[config.mk]
export PLATFORM = sky130hd
export DESIGN_NAME = dmc_ctrl
export DESIGN_NICKNAME = d
export VERILOG_FILES = /design/src/rtl/core/dmc_pkg.sv /design/src/rtl/core/dmc_ctrl.sv
export VERILOG_INCLUDE_DIRS = /design/src /design/src/rtl/core
export SDC_FILE = /design/constraint.sdc
export NUM_CORES = 1
export LEC_CHECK = 0
export ABC_AREA = 1
export BUFFER_PORTS_ARGS = -buffer_cell sky130_fd_sc_hd__buf_2
export CAP_MARGIN = 20
export CORE_MARGIN = 1.5
export CORE_UTILIZATION = 40
export CTS_CLUSTER_DIAMETER = 40
export DETAILED_ROUTE_END_ITERATION = 16
export PLACE_DENSITY = 0.59
export SYNTH_ARGS = -nofsm -noshare
export SYNTH_HDL_FRONTEND = slang
export SYNTH_SLANG_ARGS = --single-unit
[constraint.sdc]
create_clock -name i_clk -period 18.3 [get_ports i_clk]
set_clock_uncertainty 0.15 [all_clocks]
set_input_delay 1.83 -clock i_clk [delete_from_list [all_inputs] [get_ports i_clk]]
set_output_delay 1.83 -clock i_clk [all_outputs]
set_load 0.02 [all_outputs]
[src/rtl/core/dfs_maze_carver_core_macros.svh]
// Assertion macros for the maze carver core
`ifndef DFS_MAZE_CARVER_CORE_MACROS_SVH
`define DFS_MAZE_CARVER_CORE_MACROS_SVH
// implication checked on every clock edge outside reset
`define DMC_ASSERT_IMP(lbl, clk, rst_n, ante, cons) \
    lbl: assert property (@(posedge clk) disable iff (!rst_n) (ante) |-> (cons)) \
        else $error("assertion failed");
// next-cycle implication
`define DMC_ASSERT_NXT(lbl, clk, rst_n, ante, cons) \
    lbl: assert property (@(posedge clk) disable iff (!rst_n) (ante) |=> (cons)) \
        else $error("assertion failed");
`endif

[src/rtl/core/dmc_pkg.sv]
// Package for the maze carver: grid constants, opcodes, status codes, state type
package dmc_pkg;
    localparam int COLS = 32;
    localparam int ROWS = 32;
    localparam int NCELLS = COLS * ROWS;
    localparam int CW = $clog2(COLS);
    localparam int RW = $clog2(ROWS);
    localparam int AW = CW + RW;
    localparam int DW = AW + 1;

    typedef logic [AW-1:0] t_cell;

    localparam logic [1:0] OP_START = 2'd0;
    localparam logic [1:0] OP_STEP  = 2'd1;
    localparam logic [1:0] OP_READ  = 2'd2;

    localparam logic [1:0] ST_CARVED = 2'd0;
    localparam logic [1:0] ST_IDLE   = 2'd1;
    localparam logic [1:0] ST_READ   = 2'd2;
    localparam logic [1:0] ST_START  = 2'd3;

    localparam logic [1:0] DIR_LEFT  = 2'd0;
    localparam logic [1:0] DIR_UP    = 2'd1;
    localparam logic [1:0] DIR_RIGHT = 2'd2;
    localparam logic [1:0] DIR_DOWN  = 2'd3;

    localparam logic [3:0] W_LEFT   = 4'b0001;
    localparam logic [3:0] W_TOP    = 4'b0010;
    localparam logic [3:0] W_RIGHT  = 4'b0100;
    localparam logic [3:0] W_BOTTOM = 4'b1000;

    typedef enum logic [4:0] {
        S_IDLE, S_CLEAR, S_START_FIX, S_RD_REQ, S_RD_WAIT,
        S_G_REQ, S_G_L, S_G_R, S_G_D, S_G_U, S_G_EVAL,
        S_POP_REQ, S_POP_WAIT, S_DIV, S_CARVE_F, S_CARVE_T, S_OUT
    } t_state;

    // memory commands issued by the controller
    typedef struct packed {
        logic       wall_rd;
        t_cell      wall_raddr;
        logic       wall_we;
        t_cell      wall_waddr;
        logic [3:0] wall_wdata;
        logic       vis_rd;
        t_cell      vis_raddr;
        logic       vis_we;
        t_cell      vis_waddr;
        logic       vis_wdata;
        logic       stk_rd;
        t_cell      stk_raddr;
        logic       stk_we;
        t_cell      stk_waddr;
        t_cell      stk_wdata;
    } t_mem_req;

    function automatic logic [CW-1:0] sat_col(input logic [4:0] c);
        if (int'(c) >= COLS) return CW'(COLS - 1);
        return CW'(c);
    endfunction

    function automatic logic [RW-1:0] sat_row(input logic [4:0] r);
        if (int'(r) >= ROWS) return RW'(ROWS - 1);
        return RW'(r);
    endfunction
endpackage

[src/rtl/core/dmc_ctrl.sv]
// Sequencer: clear sweep, neighbor gather, backtrack pops, modulo, carve writes
module dmc_ctrl
    import dmc_pkg::*;
(
    input  logic       i_clk,
    input  logic       i_rst_n,
    input  logic       i_valid,
    output logic       o_ready,
    input  logic [1:0] i_op,
    input  logic [4:0] i_start_col,
    input  logic [4:0] i_entrance_col,
    input  logic [4:0] i_exit_col,
    input  logic [14:0] i_rand_word,
    input  logic [4:0] i_cell_col,
    input  logic [4:0] i_cell_row,
    output logic       o_valid,
    input  logic       i_ready,
    output logic [1:0] o_status,
    output logic [4:0] o_from_col,
    output logic [4:0] o_from_row,
    output logic [1:0] o_direction,
    output logic [3:0] o_walls,
    output t_mem_req   o_req,
    input  logic [3:0] i_wall_rdata,
    input  logic       i_vis_rdata,
    input  t_cell      i_stk_rdata
);
    `include "dfs_maze_carver_core_macros.svh"

    t_state r_state, n_state;
    logic [AW:0]   r_cnt, n_cnt;
    t_cell         r_cur, n_cur;
    logic [DW-1:0] r_sp, n_sp;
    logic          r_active, n_active;
    logic          r_boot, n_boot;   // clear sweep after reset, no start fix-up
    logic [3:0]    r_nb, n_nb;       // unvisited mask: left, right, down, up
    logic [14:0]   r_rem, n_rem;
    logic [2:0]    r_cntn, n_cntn;
    logic [1:0]    r_dir, n_dir;
    t_cell         r_to, n_to;
    logic [CW-1:0] r_s, n_s, r_e, n_e, r_x, n_x;
    logic [14:0]   r_rand, n_rand;
    t_cell         r_rdcell, n_rdcell;
    logic          r_ovalid, n_ovalid;
    logic [1:0]    r_status, n_status;
    logic [4:0]    r_fc, n_fc, r_fr, n_fr;
    logic [1:0]    r_odir, n_odir;
    logic [3:0]    r_owall, n_owall;

    logic [CW-1:0] cur_col;
    logic [RW-1:0] cur_row;
    logic [2:0]    nb_cnt;
    logic [1:0]    pick_idx;
    logic [1:0]    dir_list [4];
    logic [2:0]    k;
    logic [30:0]   mul3;
    logic [15:0]   q3x3;
    logic [1:0]    rem3;

    assign cur_col = r_cur[CW-1:0];
    assign cur_row = r_cur[AW-1:CW];
    assign nb_cnt  = 3'(r_nb[0]) + 3'(r_nb[1]) + 3'(r_nb[2]) + 3'(r_nb[3]);
    assign o_ready = (r_state == S_IDLE) && !r_ovalid;

    // mod 3 by reciprocal: floor(x/3) = (x * 0xAAAB) >> 17 for 15-bit x
    assign mul3 = 31'(r_rem) * 31'(16'hAAAB);
    assign q3x3 = {1'b0, mul3[30:17], 1'b0} + {2'b00, mul3[30:17]};
    assign rem3 = 2'({1'b0, r_rem} - q3x3);

    always_comb begin
        k = '0;
        for (int i = 0; i < 4; i++) dir_list[i] = DIR_LEFT;
        if (r_nb[0]) begin dir_list[k[1:0]] = DIR_LEFT;  k = k + 3'd1; end
        if (r_nb[1]) begin dir_list[k[1:0]] = DIR_RIGHT; k = k + 3'd1; end
        if (r_nb[2]) begin dir_list[k[1:0]] = DIR_DOWN;  k = k + 3'd1; end
        if (r_nb[3]) begin dir_list[k[1:0]] = DIR_UP;    k = k + 3'd1; end
        case (r_cntn)
            3'd2:    pick_idx = {1'b0, r_rem[0]};
            3'd3:    pick_idx = rem3;
            3'd4:    pick_idx = r_rem[1:0];
            default: pick_idx = 2'd0;
        endcase
    end

    // next state
    always_comb begin
        n_state = r_state;
        case (r_state)
            S_IDLE: begin
                if (i_valid && o_ready) begin
                    case (i_op)
                        OP_START: n_state = S_CLEAR;
                        OP_READ:  n_state = S_RD_REQ;
                        OP_STEP:  n_state = r_active ? S_G_REQ : S_OUT;
                        default:  n_state = S_OUT;
                    endcase
                end
            end
            S_CLEAR: begin
                if (r_cnt == (AW+1)'(NCELLS - 1)) n_state = r_boot ? S_IDLE : S_START_FIX;
            end
            S_START_FIX: if (r_cnt[0]) n_state = S_OUT;
            S_RD_REQ:    n_state = S_RD_WAIT;
            S_RD_WAIT:   n_state = S_OUT;
            S_G_REQ:     n_state = S_G_L;
            S_G_L:       n_state = S_G_R;
            S_G_R:       n_state = S_G_D;
            S_G_D:       n_state = S_G_U;
            S_G_U:       n_state = S_G_EVAL;
            S_G_EVAL: begin
                if (nb_cnt != 3'd0) n_state = S_DIV;
                else if (r_sp == '0) n_state = S_OUT;
                else n_state = S_POP_REQ;
            end
            S_POP_REQ:   n_state = S_POP_WAIT;
            S_POP_WAIT:  n_state = S_G_REQ;
            S_DIV:       n_state = S_CARVE_F;
            S_CARVE_F:   n_state = S_CARVE_T;
            S_CARVE_T:   n_state = S_OUT;
            S_OUT:       n_state = S_IDLE;
            default:     n_state = S_IDLE;
        endcase
    end

    // datapath and memory commands
    always_comb begin
        n_cnt = r_cnt; n_cur = r_cur; n_sp = r_sp; n_active = r_active; n_boot = r_boot;
        n_nb = r_nb; n_rem = r_rem; n_cntn = r_cntn; n_dir = r_dir; n_to = r_to;
        n_s = r_s; n_e = r_e; n_x = r_x; n_rand = r_rand;
        n_rdcell = r_rdcell; n_ovalid = r_ovalid; n_status = r_status;
        n_fc = r_fc; n_fr = r_fr; n_odir = r_odir; n_owall = r_owall;
        o_req = '0;
        if (r_ovalid && i_ready) n_ovalid = 1'b0;
        case (r_state)
            S_IDLE: begin
                if (i_valid && o_ready) begin
                    n_cnt = '0;
                    n_s = sat_col(i_start_col);
                    n_e = sat_col(i_entrance_col);
                    n_x = sat_col(i_exit_col);
                    n_rand = i_rand_word;
                    n_rdcell = {sat_row(i_cell_row), sat_col(i_cell_col)};
                    n_status = ST_IDLE; n_fc = '0; n_fr = '0; n_odir = '0; n_owall = '0;
                end
            end
            S_CLEAR: begin
                o_req.wall_we = 1'b1; o_req.wall_waddr = r_cnt[AW-1:0];
                o_req.wall_wdata = 4'hF;
                o_req.vis_we = 1'b1; o_req.vis_waddr = r_cnt[AW-1:0];
                o_req.vis_wdata = !r_boot && (r_cnt[AW-1:0] == AW'(r_s));
                if (r_cnt == (AW+1)'(NCELLS - 1)) begin
                    n_cnt = '0;
                    n_boot = 1'b0;
                end else begin
                    n_cnt = r_cnt + 1'b1;
                end
            end
            S_START_FIX: begin
                // entrance and exit may be the same cell only when ROWS is 1
                o_req.wall_we = 1'b1;
                if (!r_cnt[0]) begin
                    o_req.wall_waddr = AW'(r_e);
                    o_req.wall_wdata = 4'hF & ~W_BOTTOM;
                end else begin
                    o_req.wall_waddr = {RW'(ROWS - 1), r_x};
                    o_req.wall_wdata = 4'hF & ~W_TOP;
                    n_cur = AW'(r_s); n_sp = '0; n_active = 1'b1;
                    n_status = ST_START;
                end
                n_cnt = r_cnt + 1'b1;
            end
            S_RD_REQ: begin
                o_req.wall_rd = 1'b1; o_req.wall_raddr = r_rdcell;
            end
            S_RD_WAIT: begin
                n_status = ST_READ;
                n_fc = 5'(r_rdcell[CW-1:0]); n_fr = 5'(r_rdcell[AW-1:CW]);
                n_owall = i_wall_rdata;
            end
            S_G_REQ: begin
                o_req.vis_rd = 1'b1; o_req.vis_raddr = r_cur - 1'b1;
            end
            S_G_L: begin
                n_nb[0] = (cur_col != '0) && !i_vis_rdata;
                o_req.vis_rd = 1'b1; o_req.vis_raddr = r_cur + 1'b1;
            end
            S_G_R: begin
                n_nb[1] = (cur_col != CW'(COLS - 1)) && !i_vis_rdata;
                o_req.vis_rd = 1'b1; o_req.vis_raddr = r_cur - AW'(COLS);
            end
            S_G_D: begin
                n_nb[2] = (cur_row != '0) && !i_vis_rdata;
                o_req.vis_rd = 1'b1; o_req.vis_raddr = r_cur + AW'(COLS);
            end
            S_G_U: begin
                n_nb[3] = (cur_row != RW'(ROWS - 1)) && !i_vis_rdata;
            end
            S_G_EVAL: begin
                n_rem = r_rand; n_cntn = nb_cnt;
                if (nb_cnt == 3'd0 && r_sp == '0) n_active = 1'b0;
            end
            S_POP_REQ: begin
                o_req.stk_rd = 1'b1; o_req.stk_raddr = r_sp[AW-1:0] - 1'b1;
                n_sp = r_sp - 1'b1;
            end
            S_POP_WAIT: n_cur = i_stk_rdata;
            S_DIV: begin
                n_dir = dir_list[pick_idx];
                case (dir_list[pick_idx])
                    DIR_LEFT:  n_to = r_cur - 1'b1;
                    DIR_RIGHT: n_to = r_cur + 1'b1;
                    DIR_DOWN:  n_to = r_cur - AW'(COLS);
                    default:   n_to = r_cur + AW'(COLS);
                endcase
                o_req.wall_rd = 1'b1; o_req.wall_raddr = r_cur;
            end
            S_CARVE_F: begin
                o_req.wall_we = 1'b1; o_req.wall_waddr = r_cur;
                case (r_dir)
                    DIR_LEFT:  o_req.wall_wdata = i_wall_rdata & ~W_LEFT;
                    DIR_RIGHT: o_req.wall_wdata = i_wall_rdata & ~W_RIGHT;
                    DIR_DOWN:  o_req.wall_wdata = i_wall_rdata & ~W_BOTTOM;
                    default:   o_req.wall_wdata = i_wall_rdata & ~W_TOP;
                endcase
                o_req.wall_rd = 1'b1; o_req.wall_raddr = r_to;
                o_req.stk_we = (r_sp != DW'(NCELLS)); o_req.stk_waddr = r_sp[AW-1:0];
                o_req.stk_wdata = r_cur;
                if (r_sp != DW'(NCELLS)) n_sp = r_sp + 1'b1;
                o_req.vis_we = 1'b1; o_req.vis_waddr = r_to; o_req.vis_wdata = 1'b1;
            end
            S_CARVE_T: begin
                o_req.wall_we = 1'b1; o_req.wall_waddr = r_to;
                case (r_dir)
                    DIR_LEFT:  o_req.wall_wdata = i_wall_rdata & ~W_RIGHT;
                    DIR_RIGHT: o_req.wall_wdata = i_wall_rdata & ~W_LEFT;
                    DIR_DOWN:  o_req.wall_wdata = i_wall_rdata & ~W_TOP;
                    default:   o_req.wall_wdata = i_wall_rdata & ~W_BOTTOM;
                endcase
                n_status = ST_CARVED; n_odir = r_dir;
                n_fc = 5'(cur_col); n_fr = 5'(cur_row);
                n_cur = r_to;
            end
            S_OUT: n_ovalid = 1'b1;
            default: ;
        endcase
    end

    always_ff @(posedge i_clk) begin
        if (!i_rst_n) begin
            r_state <= S_CLEAR; r_cnt <= '0; r_cur <= '0; r_sp <= '0;
            r_active <= 1'b0; r_ovalid <= 1'b0; r_boot <= 1'b1;
        end else begin
            r_state <= n_state; r_cnt <= n_cnt; r_cur <= n_cur; r_sp <= n_sp;
            r_active <= n_active; r_ovalid <= n_ovalid; r_boot <= n_boot;
        end
    end

    always_ff @(posedge i_clk) begin
        r_nb <= n_nb; r_rem <= n_rem; r_cntn <= n_cntn; r_dir <= n_dir; r_to <= n_to;
        r_s <= n_s; r_e <= n_e; r_x <= n_x; r_rand <= n_rand;
        r_rdcell <= n_rdcell; r_status <= n_status; r_fc <= n_fc; r_fr <= n_fr;
        r_odir <= n_odir; r_owall <= n_owall;
    end

    assign o_valid     = r_ovalid;
    assign o_status    = r_status;
    assign o_from_col  = r_fc;
    assign o_from_row  = r_fr;
    assign o_direction = r_odir;
    assign o_walls     = r_owall;

    `DMC_ASSERT_IMP(a_sp_range, i_clk, i_rst_n, 1'b1, r_sp <= DW'(NCELLS))
    `DMC_ASSERT_IMP(a_no_accept_busy, i_clk, i_rst_n, r_state != S_IDLE, !o_ready)
    `DMC_ASSERT_NXT(a_out_once, i_clk, i_rst_n, r_state == S_OUT, r_ovalid && r_state == S_IDLE)
    `DMC_ASSERT_IMP(a_div_nonzero, i_clk, i_rst_n, r_state == S_DIV, r_cntn != 3'd0)
endmodule

# --- Word level (Yosys, flattened, before mapping) ---
# Index checks and enable logic that the tools add are counted.
totals:
  ramBits: 0
  output_inout_bits: 101
  elab_cells: 194
  latch_bits: 0
  romBits: 0
  ff_bits: 132
  inputBits: 61
  mem_count: 0
classes:
  bitwise_logic: 8
  n_mux: 58
  mul: 1
  n_addsub: 15
  n_lt_le_gt_ge: 7
  div: 0
  eq_ne: 35
  n_reduce_logical: 45
  shifts: 0
ops:
  columns: ["operator", "count"]
  rows:
  - ["$pmux 11 s3", 3]
  - ["$pmux 5 s15", 1]
  - ["$pmux 10 s3", 2]
  - ["$pmux 15 s4", 1]
  - ["$mux 11", 5]
  - ["$pmux 5 s3", 3]
  - ["$pmux 11 s4", 1]
  - ["$eq 5x4->1 const B", 8]
  - ["$mux 5", 7]
  - ["$mux 8", 3]
  - ["$pmux 12 s2", 1]
  - ["$pmux 4 s3", 2]
  - ["$add 11x1->11 const B", 2]
  - ["$mux 2", 11]
  - ["$mux 21", 1]
  - ["$eq 5x3->1 const B", 4]
  - ["$sub 10x1->10 const B", 2]
  - ["$mul 15x16->19 const B", 1]
  - ["$reduce_bool 3->1", 5]
  - ["$mux 14", 1]
  - ["$reduce_and 2->1", 7]
  - ["$demux 2 s2", 3]
  - ["$ge 3x3->1 const B", 4]
  - ["$logic_and 1x1->1", 12]
  - ["other kinds (49)", 79]

# --- Depth between registers and ports, before layout ---
depth:
  ltp_word: 18
  mapped_depth: 35
  depth_no_buf: 35

# --- Worst setup path after synthesis ---
# Ideal clock, no wire load.
synth_timing:
  path_kind: "register -> register"
  from: "register r_rem[9]"
  to: "register r_to[7], data pin"
  required_ps: 17886
  path_stages_with_launch: 34
  t_arrival_ps: 5982
  setup_time_ps: 264
  path_slack_ps: 11904
  period_less_slack_ps: 6396
  path_buffers: 1
  cell_sequence: "edfxtp_1 > ha_1 > inv_1 > fa_1 > inv_1 > fa_1 > inv_1 > fa_1 > inv_1 > fa_1 > fa_1 > ha_1 > nand2_1 > inv_1 > o21bai_1 > nand2_1 > a21oi_1 > nand2_1 > nand2_1 > nand2_2 > ha_1 > inv_1 > ha_1 > xor2_1 > nand2_1 > nand2_1 > inv_1 > o21ai_0 > inv_1 > nand2_2 > nand2_4 > buf_6 > nand3_1 > nand4_1"
synth_between:
  elab_chain_cells: 10
  elab_cells_between_ends: 12
  classes_between: "add/sub: 2; mul: 1; eq/ne: 2; mux: 5; bitwise: 1; reduce/logical: 1"
synth_lines:
  columns: ["element", "line_no", "text"]
  rows:
  - ["from (decl)", "dmc_ctrl.sv:37", "logic [14:0] r_rem, n_rem;"]
  - ["from (signal assigned)", "dmc_ctrl.sv:259", "r_nb <= n_nb; r_rem <= n_rem; r_cntn <= n_cntn; r_dir <= n_dir; r_to <= n_to;"]
  - ["$mul 15x16->19 *", "dmc_ctrl.sv:66", "assign mul3 = 31'(r_rem) * 31'(16'hAAAB);"]
  - ["$add 2x2->2 *", "dmc_ctrl.sv:67", "assign q3x3 = {1'b0, mul3[30:17], 1'b0} + {2'b00, mul3[30:17]};"]
  - ["$sub 2x2->2 *", "dmc_ctrl.sv:68", "assign rem3 = 2'({1'b0, r_rem} - q3x3);"]
  - ["$pmux 2 s3 *", "dmc_ctrl.sv:77", "case (r_cntn)"]
  - ["$not 2->3 (not written as such) *", "dmc_ctrl.sv:209", "case (dir_list[pick_idx])"]
  - ["$bmux 2 s2 *", "dmc_ctrl.sv:209", null]
  - ["$mux 2 (not written as such) * (2 in a row)", "dmc_ctrl.sv:209", null]
  - ["$eq 2x2->1 / $logic_not 2->1 (equally long branches)", "dmc_ctrl.sv:209", null]
  - ["$pmux 10 s3 *", "dmc_ctrl.sv:209", null]
  - ["to (signal assigned)", "dmc_ctrl.sv:259", null]
  - ["to (decl)", "dmc_ctrl.sv:40", "t_cell r_to, n_to;"]
# Mark *: on every way between the ends. The rest lies on a longest branch, timed or not. The select of a mux whose other input is x is not followed.
# A chain may end at the register's enable or synchronous reset.

# --- Final worst setup path ---
layout_timing:
  from: "register r_rem[0]"
  to: "register r_to[3], data pin"
layout_between:
  elab_chain_cells: 10
  elab_cells_between_ends: 12
  classes_between: "add/sub: 2; mul: 1; eq/ne: 2; mux: 5; bitwise: 1; reduce/logical: 1"
layout_lines:
  columns: ["element", "line_no"]
  rows:
  - ["$mul 15x16->19", "dmc_ctrl.sv:66"]
  - ["$add 2x2->2", "dmc_ctrl.sv:67"]
  - ["$sub 2x2->2", "dmc_ctrl.sv:68"]
  - ["$pmux 2 s3 *", "dmc_ctrl.sv:77"]
  - ["$not 2->3 (not written as such) *", "dmc_ctrl.sv:209"]
  - ["$bmux 2 s2 *", "dmc_ctrl.sv:209"]
  - ["$mux 2 (not written as such) * (2 in a row)", "dmc_ctrl.sv:209"]
  - ["$eq 2x2->1 / $logic_not 2->1 (equally long branches)", "dmc_ctrl.sv:209"]
  - ["$pmux 10 s3 *", "dmc_ctrl.sv:209"]
# Marks and branches as above.

==> summary.txt <==
Synth
  • Mapped Nets: 1386
  • Yosys top cell by area: edfxtp_1
  • Synthesized netlist cell count: 1182
  • Register bit total from synthesis: 132
  • EDFF count, synth: 92
  • Fraction of synthesized cell area taken by the top area cell type: 0.274
  • Share of the yosys chip area belonging to registers: 0.354
  • Average instance area after synthesis: 8.52 um^2
  • Ys flop type: edfxtp_1
  • Ranking of synthesized cells by area: edfxtp_1 27%, ha_1 12%, fa_1 9.1%
  • Post-Syn Area: 0.0101 mm^2
  • Number of warnings reported in the yosys synthesis log: 0
  • FFs w/ async S/R, synth: 0
  • Number of distinct library cell variants in the gate-level netlist after synthesis: 57

Final layout
  • Ratio of cells with drive above 1 in the final layout: 0.182
  • Reg area: 0.00356 mm^2
  • Commonest cells after routing, fill and taps aside: 238 x nand2_1, 191 x inv_1, 161 x buf_2
  • Leading cell type in the layout, fill and taps excluded: nand2_1
  • Syn-to-layout area delta: 17.6%
  • Filler cell count: 2434
  • Area of the multi-input gates: 0.00565 mm^2
  • Post-layout instance count excluding filler cells: 1688
  • Post-layout net count: 1554

Timing
  • Final total negative setup slack: 0 ns
  • Min Clock Period, post-route: 6.84 ns
  • Setup repair after global routing missed its margin: false
  • Peak clock frequency supported by timing: 146 MHz
  • Finish-stage setup viols: 0
  • Number of max-slew violations in the final report: 0
  • Worst slew pin tran: 0.921 ns
  • Final number of hold-violating endpoints: 0
  • Slew headroom: 0.384
  • Period utilisation layout: 0.374

Place
  • Number of port buffers: 161
  • Number of placed instances, taps included: 1655
  • Placer congestion estimate: 0.922
  • Detailed placement HPWL: 22400 um

Critical path
  • Startpoint of the worst setup timing path: r_rem[0]
  • Reg2reg setup slack: 11.46 ns
  • CP Class: reg2reg
  • Number of cells on the worst reg-to-reg path: 32
  • Longest individual stage delay on the worst path: 0.55 ns
  • Reg2Reg Capture Point: r_to[3]
  • Launching element type of the critical path: flop
  • Start of the worst register-to-register path: r_rem[0]
  • Endpoint kind of the worst setup timing path: flop
  • Slowest cell on crit path: fa_1
  • Critical Path End: r_to[3]
  • Maximum fanout along the worst path: 16
  • Arrival @ worst endpoint: 6.96 ns
  • Data required, critical path: 18.41 ns

Clocking
  • Max Buffers Root-to-Sink: 2
  • Number of CTS-inserted buffers: 17
  • Post-CTS setup repair buffer count: 0
  • Latest clock arrival within the worst-skew pair: 0.43 ns
  • Number of hold buffers added after cts: 0
  • Count of H-tree levels built during CTS: 4
  • Clk sinks: 132
  • Clock transition at the registers of the reported paths: 0.06 ns
  • Resized cells post-CTS: 0
  • CTS tree: yes
  • Cell at the root of the clock tree: clkbuf_16

Floorplanning
  • Core outline area: 0.0245 mm^2
  • Die X-Extent: 162 um
  • Initial core utilization: 0.411
  • Site Rows: 57
  • Io pins: 162
  • Die height: 162 um
  • DIE AREA: 0.0261 mm^2

Power and ir drop
  • Leakage power summed over all cells: 5.68 nW
  • Largest vdd supply drop: 69.9 uV
  • Final Total Pwr: 0.684 mW
  • Cell area power density: 57.7 mW/mm^2

Drt
  • 1st-iter DRT viols: 639
  • DRC errors left: 0
  • Per-cell routed wire length: 16.8 um
  • Vias per cell: 5.16
  • DR vias: 8707
  • Antenna violation net count after detailed routing: 0
  • Final routed wirelength across all metal layers: 28400 um
  • Number of detailed-routing iterations run before antenna repair: 7

Outcome
  • Outcome: completed

Global route
  • Aggregate global routing overflow: 0
  • Via count of the first global-routing pass: 8449
  • Number of antenna violations at the first check in global routing: 1
  • First-pass GRT wire length: 44400 um
  • Maximum number of pins on one net before global-route repair: 39
  • Tot GR Track Use: 0.221

Hold path
  • Type of the most critical hold path: reg2reg

Job
  • Number of maximum-capacitance violations: 0
==> synth_stat cells (12+ instances only) <==
| library cell | n |
|---|---|
| inv_1 | 191 |
| xor2_1 | 22 |
| o21ai_0 | 41 |
| fa_1 | 46 |
| nand4_1 | 12 |
| edfxtp_1 | 92 |
| nand3_1 | 58 |
| a21oi_1 | 54 |
| o22ai_1 | 13 |
| inv_2 | 14 |
| nand2_1 | 238 |
| nor3_1 | 16 |
| nor2_1 | 94 |
| clkbuf_1 | 13 |
| dfxtp_1 | 40 |
| ha_1 | 97 |
==> critical path: cells and delay by family (launching register included) <==
kind / cells / cell delay [ns]
fa+ha+maj: 9 / 3.60
compound gates: 4 / 0.58
buf+inv: 7 / 0.65
flops: 1 / 0.45
simple gates: 11 / 1.10
xor+xnor: 1 / 0.15
==> final cells by class <==
class                      instances  area share
clock inverter                    15      0.0136
antenna                            1    0.000211
tap                              324      0.0342
clock buffer                      17      0.0359
multi-input combinational        823       0.477
timing repair buffer             167      0.0719
sequential                       132       0.301
inverter                         209      0.0663
==> registers in the layout (all words and copies together) (netlist names), 3 cells and up <==
register / count
r_rand: 15
r_rem: 15
r_cnt: 11
r_sp: 11
r_cur: 10
r_rdcell: 10
r_to: 10
o_from_col: 5
o_from_row: 5
r_e: 5
r_s: 5
r_state: 5
r_x: 5
o_walls: 4
r_nb: 4
r_cntn: 3
==> worst min path at each step <==
stage | startpoint | endpoint | slack (ns) | cells past startpoint
final | r_rand[12] | r_rem[12] | 0.27 | 0
after global routing | r_rand[1] | r_rem[1] | 0.28 | 0
after CTS | r_rand[4] | r_rem[4] | 0.27 | 0
after detailed placement | r_rand[4] | r_rem[4] | 0.26 | 0
after global placement | r_rand[4] | r_rem[4] | 0.25 | 0
after floorplan | r_rand[0] | r_rem[0] | 0.25 | 0
==> logic make-up (layout without fill, tap and decap cells) <==
logic type,count (synthesis),count (layout),synth area share
flops,132,132,0.354
xor+xnor,27,27,0.0235
fa+ha+maj,143,143,0.212
compound gates,191,191,0.120
buf+inv,227,408,0.0858
simple gates,461,461,0.204
other cells,0,1,0
mux,1,1,0.00112
==> metrics by stage <==
stage | hold WS (ns) | instance area, um^2 | setup slack [ns] | utilization
2_1_floorplan | 0.250 | 10100 | 11.90 | -
3_3_place_gp | 0.254 | 11300 | 11.58 | 0.459
3_5_place_dp | 0.257 | 11300 | 11.40 | 0.459
4_1_cts | 0.272 | 11800 | 11.41 | 0.483
5_1_grt | 0.277 | 11800 | 10.87 | 0.483
6_report | 0.268 | 11800 | 11.46 | 0.483
==> report_power, final <==
part,internal [mW],switching (mW)
sequential,0.317,0.000877
clock,0.193,0.156
combinational,0.00717,0.00906
==> layer usage <==
metal,global-route usage,vias to the layer above,wire length [um]
met5,0,-,0
li1,-,4305,-
met4,0.0701,0,656
met2,0.360,288,13200
met1,0.296,4072,12700
met3,0.0432,42,1880
Note: power is estimated with default switching activity, not from simulation.
